$ cat config.mk
export PLATFORM = sky130hd
export DESIGN_NAME = vigenere_stream_cipher_unit
export DESIGN_NICKNAME = d
export VERILOG_FILES = /design/src/hw/rtl/vsc_pkg.sv /design/src/hw/rtl/vigenere_stream_cipher_unit.sv /design/src/hw/rtl/vsc_key_store.sv /design/src/hw/rtl/vsc_shift_lane.sv
export VERILOG_INCLUDE_DIRS = /design/src /design/src/hw/rtl
export SDC_FILE = /design/constraint.sdc
export NUM_CORES = 1
export LEC_CHECK = 0
export BUFFER_PORTS_ARGS = -buffer_cell sky130_fd_sc_hd__buf_2
export CAP_MARGIN = 30
export CORE_UTILIZATION = 25
export CTS_CLUSTER_DIAMETER = 60
export CTS_CLUSTER_SIZE = 30
export DETAILED_ROUTE_END_ITERATION = 10
export PLACE_DENSITY_LB_ADDON = 0.25
export SLEW_MARGIN = 40
export SYNTH_ARGS = -nofsm -noshare
export SYNTH_HDL_FRONTEND = slang
export SYNTH_SLANG_ARGS = --single-unit
export TNS_END_PERCENT = 5
$ cat constraint.sdc
create_clock -name clk -period 15.33 [get_ports clk]
set_clock_uncertainty 0.2 [all_clocks]
set_input_delay 0.7665 -clock clk [delete_from_list [all_inputs] [get_ports clk]]
set_output_delay 0.7665 -clock clk [all_outputs]
set_load 0.02 [all_outputs]
$ cat src/hw/rtl/vigenere_stream_cipher_unit_defines.svh
// Assertion macros shared by the Vigenere cipher RTL.
// Included by the modules that carry concurrent assertions; no other dependencies.
`ifndef VIGENERE_STREAM_CIPHER_UNIT_DEFINES_SVH
`define VIGENERE_STREAM_CIPHER_UNIT_DEFINES_SVH

`ifndef SYNTHESIS
`define VSC_ASSERT(label, clk_s, rst_s, prop) \
  label: assert property (@(posedge clk_s) disable iff (rst_s) prop) \
    else $error("vsc assertion failed");
`define VSC_ASSERT_ALWAYS(label, clk_s, prop) \
  label: assert property (@(posedge clk_s) prop) \
    else $error("vsc assertion failed");
`else
`define VSC_ASSERT(label, clk_s, rst_s, prop)
`define VSC_ASSERT_ALWAYS(label, clk_s, prop)
`endif

`endif

$ cat src/hw/rtl/vsc_pkg.sv
// Package for the Vigenere cipher unit: codes, character constants and types.
// No dependencies; used by every module of the block.
package vsc_pkg;

  localparam int SLOT_W = 4;
  localparam int LEN_W  = 5;
  localparam int LEN_MAX = 31;
  localparam int SLOT_COUNT = 16;

  localparam logic [7:0] UPPER_A     = 8'd65;
  localparam logic [7:0] UPPER_Z     = 8'd90;
  localparam logic [7:0] CASE_OFFSET = 8'd32;
  localparam logic [7:0] LETTER_A    = 8'd97;
  localparam logic [7:0] LETTER_Z    = 8'd122;
  localparam logic [6:0] KEY_MIN     = 7'd97;
  localparam logic [6:0] KEY_MAX     = 7'd122;
  localparam logic [6:0] SHIFT_BIAS  = 7'd96;
  localparam logic [5:0] ALPHA_SIZE  = 6'd26;

  typedef enum logic {
    OP_TEXT      = 1'b0,
    OP_KEY_WRITE = 1'b1
  } opcode_t;

  typedef enum logic {
    MODE_ENCODE = 1'b0,
    MODE_DECODE = 1'b1
  } mode_t;

  typedef enum logic [0:0] {
    CFG_MODE       = 1'b0,
    CFG_KEY_LENGTH = 1'b1
  } cfg_index_t;

  typedef struct packed {
    logic              en;
    logic [SLOT_W-1:0] slot;
    logic [4:0]        shift;
  } key_wr_t;

  // Key letters below 'a' saturate to a shift of 1, above 'z' to 26.
  function automatic logic [4:0] letter_to_shift(input logic [6:0] letter);
    logic [6:0] diff;
    diff = letter - SHIFT_BIAS;
    if (letter < KEY_MIN) begin
      return 5'd1;
    end else if (letter > KEY_MAX) begin
      return 5'd26;
    end else begin
      return diff[4:0];
    end
  endfunction

endpackage

$ cat src/hw/rtl/vigenere_stream_cipher_unit.sv
// Top level of the Vigenere stream cipher unit.
// Depends on vsc_pkg, vsc_key_store, vsc_shift_lane and the assertion header.
//
// Usage: requests arrive on req_valid/req_ready with opcode, text_byte,
// key_letter, key_slot and start_of_message. A key write request (opcode 1)
// stores a shift in the key store and produces no result. A text request
// (opcode 0) produces one result on rsp_valid/rsp_ready carrying out_byte
// and was_letter. Mode and key length are set through cfg_we, cfg_index
// and cfg_data while no request is in flight.
// A text request waits in the input register and moves into the result
// register, showing up on rsp_valid, once that register is free or being
// emptied; a receiver stall can hold it there. Throughput is one
// request per cycle while the receiver keeps up, set by the key position
// update between the two registers.
// When the receiver stalls, the waiting result holds in the result register
// while one more request can still enter the input register; req_ready drops
// only when both are full. Key writes never wait on the receiver.
// Reset clears both valid flags, the key position, mode (encode) and key
// length (one). Key store contents are undefined until written.
`include "vigenere_stream_cipher_unit_defines.svh"

module vigenere_stream_cipher_unit #(
  parameter int KEY_DEPTH = 16
) (
  input  logic        clk,
  input  logic        rst,
  input  logic        cfg_we,
  input  logic [0:0]  cfg_index,
  input  logic [4:0]  cfg_data,
  input  logic        req_valid,
  output logic        req_ready,
  input  logic        opcode,
  input  logic [7:0]  text_byte,
  input  logic [6:0]  key_letter,
  input  logic [3:0]  key_slot,
  input  logic        start_of_message,
  output logic        rsp_valid,
  input  logic        rsp_ready,
  output logic [7:0]  out_byte,
  output logic        was_letter
);

  localparam int LW = vsc_pkg::LEN_W;
  localparam int MAX_LEN = (KEY_DEPTH < vsc_pkg::LEN_MAX) ? KEY_DEPTH : vsc_pkg::LEN_MAX;
  localparam int POS_W = (MAX_LEN > 1) ? $clog2(MAX_LEN) : 1;
  localparam int STORE_DEPTH =
      (KEY_DEPTH < vsc_pkg::SLOT_COUNT) ? KEY_DEPTH : vsc_pkg::SLOT_COUNT;

  vsc_pkg::mode_t   mode;
  logic [LW-1:0]    key_length;
  logic [LW-1:0]    eff_len;

  logic             s1_valid;
  vsc_pkg::opcode_t s1_opcode;
  logic [7:0]       s1_text;
  logic [6:0]       s1_letter;
  logic [3:0]       s1_slot;
  logic             s1_start;
  logic             s1_adv;
  logic             s1_is_text;

  logic [POS_W-1:0] key_pos;
  logic [LW-1:0]    pos_base;
  logic [LW-1:0]    pos_use;
  logic [LW-1:0]    pos_inc;
  logic [LW-1:0]    pos_wrap;

  vsc_pkg::key_wr_t key_wr;
  logic [4:0]       cur_shift;
  logic             lane_letter;
  logic [7:0]       lane_byte;

  always_ff @(posedge clk) begin
    if (rst) begin
      mode       <= vsc_pkg::MODE_ENCODE;
      key_length <= LW'(1);
    end else if (cfg_we) begin
      unique case (vsc_pkg::cfg_index_t'(cfg_index))
        vsc_pkg::CFG_MODE: begin
          mode <= vsc_pkg::mode_t'(cfg_data[0]);
        end
        vsc_pkg::CFG_KEY_LENGTH: begin
          key_length <= cfg_data;
        end
        default: begin
        end
      endcase
    end
  end

  always_comb begin
    if (key_length == '0) begin
      eff_len = LW'(1);
    end else if (32'(key_length) > MAX_LEN) begin
      eff_len = LW'(MAX_LEN);
    end else begin
      eff_len = key_length;
    end
  end

  assign s1_is_text = (s1_opcode == vsc_pkg::OP_TEXT);
  assign s1_adv     = s1_valid && (!s1_is_text || !rsp_valid || rsp_ready);
  assign req_ready  = !s1_valid || s1_adv;

  always_ff @(posedge clk) begin
    if (rst) begin
      s1_valid <= 1'b0;
    end else if (req_ready) begin
      s1_valid <= req_valid;
    end
  end

  always_ff @(posedge clk) begin
    if (req_valid && req_ready) begin
      s1_opcode <= vsc_pkg::opcode_t'(opcode);
      s1_text   <= text_byte;
      s1_letter <= key_letter;
      s1_slot   <= key_slot;
      s1_start  <= start_of_message;
    end
  end

  always_comb begin
    pos_base = s1_start ? '0 : LW'(key_pos);
    pos_use  = (pos_base >= eff_len) ? '0 : pos_base;
    pos_inc  = pos_use + LW'(1);
    pos_wrap = (pos_inc >= eff_len) ? '0 : pos_inc;
  end

  always_ff @(posedge clk) begin
    if (rst) begin
      key_pos <= '0;
    end else if (s1_adv && s1_is_text) begin
      if (lane_letter) begin
        key_pos <= POS_W'(pos_wrap);
      end else begin
        key_pos <= POS_W'(pos_base);
      end
    end
  end

  always_comb begin
    key_wr.en    = s1_adv && !s1_is_text;
    key_wr.slot  = s1_slot;
    key_wr.shift = vsc_pkg::letter_to_shift(s1_letter);
  end

  vsc_key_store #(
    .DEPTH (STORE_DEPTH)
  ) u_key_store (
    .clk      (clk),
    .wr       (key_wr),
    .rd_idx   (pos_use),
    .rd_shift (cur_shift)
  );

  vsc_shift_lane u_shift_lane (
    .text_byte (s1_text),
    .shift     (cur_shift),
    .mode      (mode),
    .is_letter (lane_letter),
    .out_byte  (lane_byte)
  );

  always_ff @(posedge clk) begin
    if (rst) begin
      rsp_valid <= 1'b0;
    end else if (s1_adv && s1_is_text) begin
      rsp_valid <= 1'b1;
    end else if (rsp_ready) begin
      rsp_valid <= 1'b0;
    end
  end

  always_ff @(posedge clk) begin
    if (s1_adv && s1_is_text) begin
      out_byte   <= lane_byte;
      was_letter <= lane_letter;
    end
  end

  `VSC_ASSERT_ALWAYS(a_reset_empties, clk, rst |=> (!rsp_valid && !s1_valid))
  `VSC_ASSERT(a_text_gives_result, clk, rst, (s1_adv && s1_is_text) |=> rsp_valid)
  `VSC_ASSERT(a_stage_holds, clk, rst, (s1_valid && !s1_adv) |=> (s1_valid && $stable(s1_text) && $stable(s1_opcode)))
  `VSC_ASSERT(a_pos_in_range, clk, rst, 32'(key_pos) < MAX_LEN)

endmodule

$ cat src/hw/rtl/vsc_key_store.sv
// Key shift store: one write port and one combinational read port.
// Depends on vsc_pkg for the write request struct and widths.
module vsc_key_store #(
  parameter int DEPTH = 16
) (
  input  logic                       clk,
  input  vsc_pkg::key_wr_t           wr,
  input  logic [vsc_pkg::LEN_W-1:0]  rd_idx,
  output logic [4:0]                 rd_shift
);

  localparam int IDX_W = (DEPTH > 1) ? $clog2(DEPTH) : 1;

  logic [4:0] shifts [DEPTH];

  always_ff @(posedge clk) begin
    if (wr.en && (32'(wr.slot) < DEPTH)) begin
      shifts[wr.slot[IDX_W-1:0]] <= wr.shift;
    end
  end

  // Positions past the store were never written and read as zero.
  always_comb begin
    if (32'(rd_idx) < DEPTH) begin
      rd_shift = shifts[rd_idx[IDX_W-1:0]];
    end else begin
      rd_shift = '0;
    end
  end

endmodule

$ cat src/hw/rtl/vsc_shift_lane.sv
// Byte lane: case folding, letter detection and modulo-26 shift of one byte.
// Depends on vsc_pkg for character constants and the mode type.
module vsc_shift_lane (
  input  logic [7:0]     text_byte,
  input  logic [4:0]     shift,
  input  vsc_pkg::mode_t mode,
  output logic           is_letter,
  output logic [7:0]     out_byte
);

  logic [7:0] folded;
  logic [7:0] rel;
  logic [5:0] off;
  logic [5:0] sh;
  logic [5:0] enc_sum;
  logic [5:0] enc;
  logic [5:0] dec;
  logic [5:0] res;

  always_comb begin
    if (text_byte >= vsc_pkg::UPPER_A && text_byte <= vsc_pkg::UPPER_Z) begin
      folded = text_byte + vsc_pkg::CASE_OFFSET;
    end else begin
      folded = text_byte;
    end
    is_letter = (folded >= vsc_pkg::LETTER_A) && (folded <= vsc_pkg::LETTER_Z);

    rel     = folded - vsc_pkg::LETTER_A;
    off     = {1'b0, rel[4:0]};
    sh      = {1'b0, shift};
    enc_sum = off + sh;
    if (enc_sum >= vsc_pkg::ALPHA_SIZE) begin
      enc = enc_sum - vsc_pkg::ALPHA_SIZE;
    end else begin
      enc = enc_sum;
    end
    if (off >= sh) begin
      dec = off - sh;
    end else begin
      dec = off + vsc_pkg::ALPHA_SIZE - sh;
    end
    res = (mode == vsc_pkg::MODE_DECODE) ? dec : enc;

    if (is_letter) begin
      out_byte = vsc_pkg::LETTER_A + {2'b00, res};
    end else begin
      out_byte = folded;
    end
  end

endmodule

After elaboration in Yosys (flattened, before gate mapping)
Memory sizes are Yosys's and may differ from the RTL's. Index checks and enable logic that the tools add are counted.

Reductions and logical operators: 15. $add $sub $neg: 10. Magnitude comparators: 12. Mux-type cells: 18. $mul: 0. Div/mod/pow operators: 0. Shift operators: 0. Bitwise gates (word level): 2. Equal/unequal tests: 0.

Operator list (count): $mux 5 (5); $mux 6 (3); $ge 8x7->1 const B (2); $le 8x7->1 const B (2); $mux 4 (4); $mux 8 (2); $ge 5x5->1 (2); $sub 5x1->5 const B (2); $add 7x6->8 const A (1); $add 8x6->8 const B (1); $gt 7x7->1 const B (1); $lt 7x7->1 const B (1); $add 5x5->6 (1); $add 5x5->6 const B (1); $ge 6x5->1 const B (1); $logic_and 1x1->1 (6); $sub 5x5->6 (1); $sub 6x5->6 (1); $sub 6x5->6 const B (1); $add 4x1->5 const B (1); $ge 4x5->1 (1); $gt 5x5->1 const B (1); $logic_not 5->1 (1); $lt 4x5->1 const B (1); other kinds (6) (14).

Memories: 1. Output and inout port bits: 11. Bits in read-only memories: 0. Bits in writable memories: 80. Register bits after elaboration: 42. Bits in latches: 0.

Memories: u_key_store.shifts (words 16, bits a word 5, read ports 1, clocked after Yosys merged registers in 0, write ports 1, RTL line vsc_key_store.sv:14) `logic [4:0] shifts [DEPTH];`.

Longest topological paths before layout
Depth after elaboration: 13. Gate-level depth with buffers: 27.

Modules after synthesis
Synthesis repeated with hierarchy kept, for this count alone.

Cell total of the unflattened synthesis: 489. Area, all modules: 6367.4 sq um.

By module, submodules not included: vsc_key_store (area an instance 3226.8 sq um, times used 1, cells each 168, seq. area each 2402.3 sq um); vigenere_stream_cipher_unit (area an instance 1816.7 sq um, times used 1, cells each 152, seq. area each 1141.1 sq um); vsc_shift_lane (area an instance 1323.8 sq um, times used 1, cells each 169, seq. area each 0.0 sq um).

Least setup slack after synthesis
No wires, ideal clock.

Path type: reg2reg. Start: register s1_start. End: register out_byte[4] (data pin). Setup slack: 9.738 ns. Path buffers: 2. Period minus slack after synthesis: 5.592 ns. Cell stages (with the launch flop): 27. Required time: 14.870 ns. Arrival time: 5.132 ns. Path through: edfxtp_1 nor2b_1 clkbuf_1 inv_2 clkbuf_1 ha_1 nand2b_1 a21o_1 a21o_1 a21oi_1 o21ai_1 a311oi_1 a31oi_1 a22oi_1 ha_1 inv_1 fa_1 nand2b_1 a21oi_2 xnor2_1 a21oi_1 xnor2_1 a21boi_0 ha_1 nor3b_2 xnor2_1 mux2_2.

Word-level cells in the longest chain between the ends: 11.

Ends and longest elaborated chain: start, declared (RTL line vigenere_stream_cipher_unit.sv:58) `logic s1_start;`; start signal, assigned (RTL line vigenere_stream_cipher_unit.sv:119) `s1_start <= start_of_message;`; $mux 4 (*) (RTL line vigenere_stream_cipher_unit.sv:124) `pos_base = s1_start ? '0 : LW'(key_pos);`; $ge 4x5->1 (RTL line vigenere_stream_cipher_unit.sv:125) `pos_use = (pos_base >= eff_len) ? '0 : pos_base;`; $mux 4 (*) (RTL line vigenere_stream_cipher_unit.sv:125); $mem_v2 16x5 / $lt 4x5->1 (equally long branches); $mux 5 (*) (RTL line vsc_key_store.sv:24) `if (32'(rd_idx) < DEPTH) begin`; $add 5x5->6 (RTL line vsc_shift_lane.sv:31) `enc_sum = off + sh;`; $sub 6x5->6 / $ge 6x5->1 (equally long branches) (RTL line vsc_shift_lane.sv:33, vsc_shift_lane.sv:32); $mux 6 (RTL line vsc_shift_lane.sv:32) `if (enc_sum >= vsc_pkg::ALPHA_SIZE) begin`; $mux 6 (*) (RTL line vsc_shift_lane.sv:42) `res = (mode == vsc_pkg::MODE_DECODE) ? dec : enc;`; $add 7x6->8 (*) (RTL line vsc_shift_lane.sv:45) `out_byte = vsc_pkg::LETTER_A + {2'b00, res};`; $mux 8 (*) (RTL line vsc_shift_lane.sv:44) `if (is_letter) begin`; net lane_byte[4] (RTL line vigenere_stream_cipher_unit.sv:71) `logic [7:0] lane_byte;`; end signal, assigned (RTL line vigenere_stream_cipher_unit.sv:177) `out_byte <= lane_byte;`; end, declared (RTL line vigenere_stream_cipher_unit.sv:39) `output logic [7:0] out_byte,`.

The timed path passes the listed nets; every way through them passes the cells marked *. A chain may end at the register's enable or synchronous reset.

Worst setup path in the final report
Same ends and word-level chain as after synthesis.

==> flow_summary_export.csv <==
group,metric,value,unit
global_route,antenna_found_initial,0,
critical_path,cp.arrival,6.69,ns
detailed_routing,drc_errors,0,
sta,period_share,43.8,%
cts,clock-sinks,122,
sta,timing.fmax,149,MHz
place,place_congestion,0.795,
sta,drv_slew,0,
floorplanning,dieWidth,162,um
finish,final_cells,975,
critical_path,crit_type,"reg -> reg",
critical_path,slowest_delay,0.47,ns
finish,final_core_util,30.2,%
cts,numCtsBuffers,17,
detailed_routing,first_pass_iters,7,
synthesis,ys.flop_type,"edfxtp_1",
detailed_routing,vias_per_cell,4.59,
finish,finalNetCount,700,
cts,clock_latency,0.42,ns
min_path,hp-class,"reg -> reg",
detailed_routing,antenna_left,0,
synthesis,synth_top_cell_area_share,51.6,%
sta,setup_viol_count_final,0,
finish,diodes,0,
place,port_buffers,42,
cts,cts_root_buffer,"clkbuf_16",
power_and_ir_drop,p_leak,2.79,nW
cts,cts_buffer_depth,2,
detailed_routing,vias,4474,
cts,clk_pin_slew,0.06,ns
cts,cts_tree,"built",
critical_path,crit_fanout,33,
floorplanning,ios,43,
sta,finalHoldViolations,0,
sta,worst_slew_pin_slew,0.745,ns
detailed_routing,drt_iter0_drc,281,
synthesis,avgSynthCellArea,10.9,sq um
cts,post_cts_buffers,0,
critical_path,cp-start-kind,"register",
critical_path,cp_slowest_cell,"fa_1",
finish,drive_gt1_share,16.9,%
critical_path,path_depth,26,
synthesis,netlist_instances,587,
cts,ctsResizeCount,0,
synthesis,yosysWarningCount,0,
floorplanning,row_count,58,
synthesis,ys_seq_elements,122,
critical_path,cp.required,15.30,ns
floorplanning,die-area,26300,sq um
floorplanning,core_area,25200,sq um
critical_path,crit_buf_inv,4,
power_and_ir_drop,powerDensity,124,nW/um^2
global_route,grt_max_degree,34,
cts,hold_buffers,0,
sta,rsz0062_at_grt,"no",
global_route,grt_pass1_wl,24.6,mm
detailed_routing,routed_wl,15.5,mm
critical_path,critPathCaptureType,"register",
critical_path,rr_worst_depth,26,
synthesis,syn_area,6410,sq um
global_route,grt_pass1_vias,4344,
sta,tns,0,ns
min_path,holdPathStages,2,
synthesis,yosys.area.top_type,"edfxtp_1",
place,hpwl,11.1,mm
sta,period_needed,6.72,ns
synthesis,yosysSeqAreaShare,55.3,%
sta,holdWs,0.279,ns
outcome,outcome,"complete, no violations",
detailed_routing,wl_per_cell,15.9,um
global_route,grt_remaining_overflow,0,
synthesis,synthArstFlopShare,0,%
floorplanning,fp.dieH,162,um
synthesis,ys_top_cells_by_area,"edfxtp_1 (52%), ha_1 (6.2%), nand2_1 (5.4%)",
finish,syn2layout_area_growth,18.8,%
sta,max_slew_margin,50.2,%
global_route,grt.total_usage,12.5,%
floorplanning,start_util,25.4,%
critical_path,crit_family,"compound AO/OA/AOI/OAI gates",
cts,ctsHtreeMaxLevel,4,
place,place_inst,943,
synthesis,syn_nets,655,
run,cap_violations,0,
power_and_ir_drop,peakVddDrop,0.0000658,V
synthesis,synth_cell_types,69,
synthesis,synth_edf_count,110,
## metrics by stage
stage,area [sq um],power [mW],worst slack [ns]
3_3_place_gp,6990,0.546,8.64
5_1_grt,7610,0.985,8.07
3_5_place_dp,7010,0.545,8.67
4_1_cts,7600,0.950,8.64
2_1_floorplan,6410,0.506,9.74
6_report,7610,0.943,8.61
## final cells by class
type | count | area [sq um]
Clock buffer | 22 | 474
Clock inverter | 10 | 118
Fill cell | 2532 | 17600
Inverter | 26 | 97.6
Multi-Input combinational cell | 417 | 2710
Sequential cell | 122 | 3540
Tap cell | 330 | 413
Timing Repair Buffer | 48 | 255
## placed cells by master (no fill, tap or decap), types with 4 or more instances in the layout
cell | Yosys | layout
ha_1 | 32 | 32
nand2_1 | 92 | 92
nand2b_1 | 12 | 12
xnor2_1 | 12 | 12
inv_1 | 24 | 24
nor2b_1 | 7 | 4
and3_1 | 4 | 4
fa_1 | 4 | 4
a21o_1 | 5 | 5
nand3_1 | 31 | 31
o21a_1 | 5 | 5
xor2_1 | 5 | 5
a31oi_1 | 7 | 7
nor3_2 | 1 | 5
nor2_1 | 49 | 48
clkbuf_16 | 0 | 17
o21ai_0 | 21 | 20
buf_4 | 0 | 6
o21bai_1 | 4 | 4
edfxtp_1 | 110 | 110
buf_2 | 2 | 42
mux2_2 | 5 | 5
a21oi_1 | 28 | 28
dfxtp_1 | 12 | 12
o211ai_1 | 8 | 8
nor3_1 | 18 | 14
o2111ai_1 | 4 | 4
## metal layers
layer / wire length, um / vias to the layer above / track usage, %
li1: - / 2231 / -
met1: 7620 / 2142 / 17.2
met2: 7180 / 82 / 19.1
met3: 520 / 19 / 3.09
met4: 204 / 0 / 3.90
met5: 0 / - / 0
## cell usage after synthesis, types with 4 or more instances
| cell | number |
|---|---|
| nor2b_1 | 7 |
| edfxtp_1 | 110 |
| nand2_1 | 92 |
| mux2_2 | 5 |
| o2111ai_1 | 4 |
| o211ai_1 | 8 |
| ha_1 | 32 |
| xor2_1 | 5 |
| xnor2_1 | 12 |
| nor2_1 | 49 |
| o21ai_0 | 21 |
| a31oi_1 | 7 |
| inv_1 | 24 |
| o21a_1 | 5 |
| a21o_1 | 5 |
| and3_1 | 4 |
| nor3_1 | 18 |
| clkbuf_1 | 19 |
| o21ai_1 | 4 |
| fa_1 | 4 |
| dfxtp_1 | 12 |
| o21bai_1 | 4 |
| a21oi_1 | 28 |
| nand3_1 | 31 |
| nand2b_1 | 12 |
## worst paths after layout
kind	from	endpoint	slack, ns
worst max-delay path	s1_start	out_byte[4]	8.61
worst min-delay path	key_length[3]	key_length[3]	0.28
worst max register to register	s1_start	out_byte[4]	8.61
worst min register to register	key_length[3]	key_length[3]	0.28
## report_power, final
part | internal [mW] | switching (mW)
Sequential | 0.370 | 0.00604
Clock | 0.252 | 0.152
Combinational | 0.0648 | 0.0978
## worst min-delay path: stages (launching register included)
cell and delay, ns:
dfxtp_1 0.32, nand2_1 0.06, a21oi_1 0.05
## registers in the layout (all words and copies together) (netlist names)
register and flops:
s1_text 8, s1_letter 7, s1_slot 4, key_pos 4, s1_valid 1, out_byte 8, s1_start 1, was_letter 1
rsp_valid 1, u_key_store.shifts 80, key_length 5, s1_opcode 1, mode 1
## cells by family after synthesis
logic type,share of synthesized area [%]
compound gates,13.2
xor+xnor,2.58
fa+ha+maj,7.50
buf+inv,2.97
flops,55.3
mux,1.70
simple gates,16.7
Note: power is estimated with default switching activity, not from simulation.
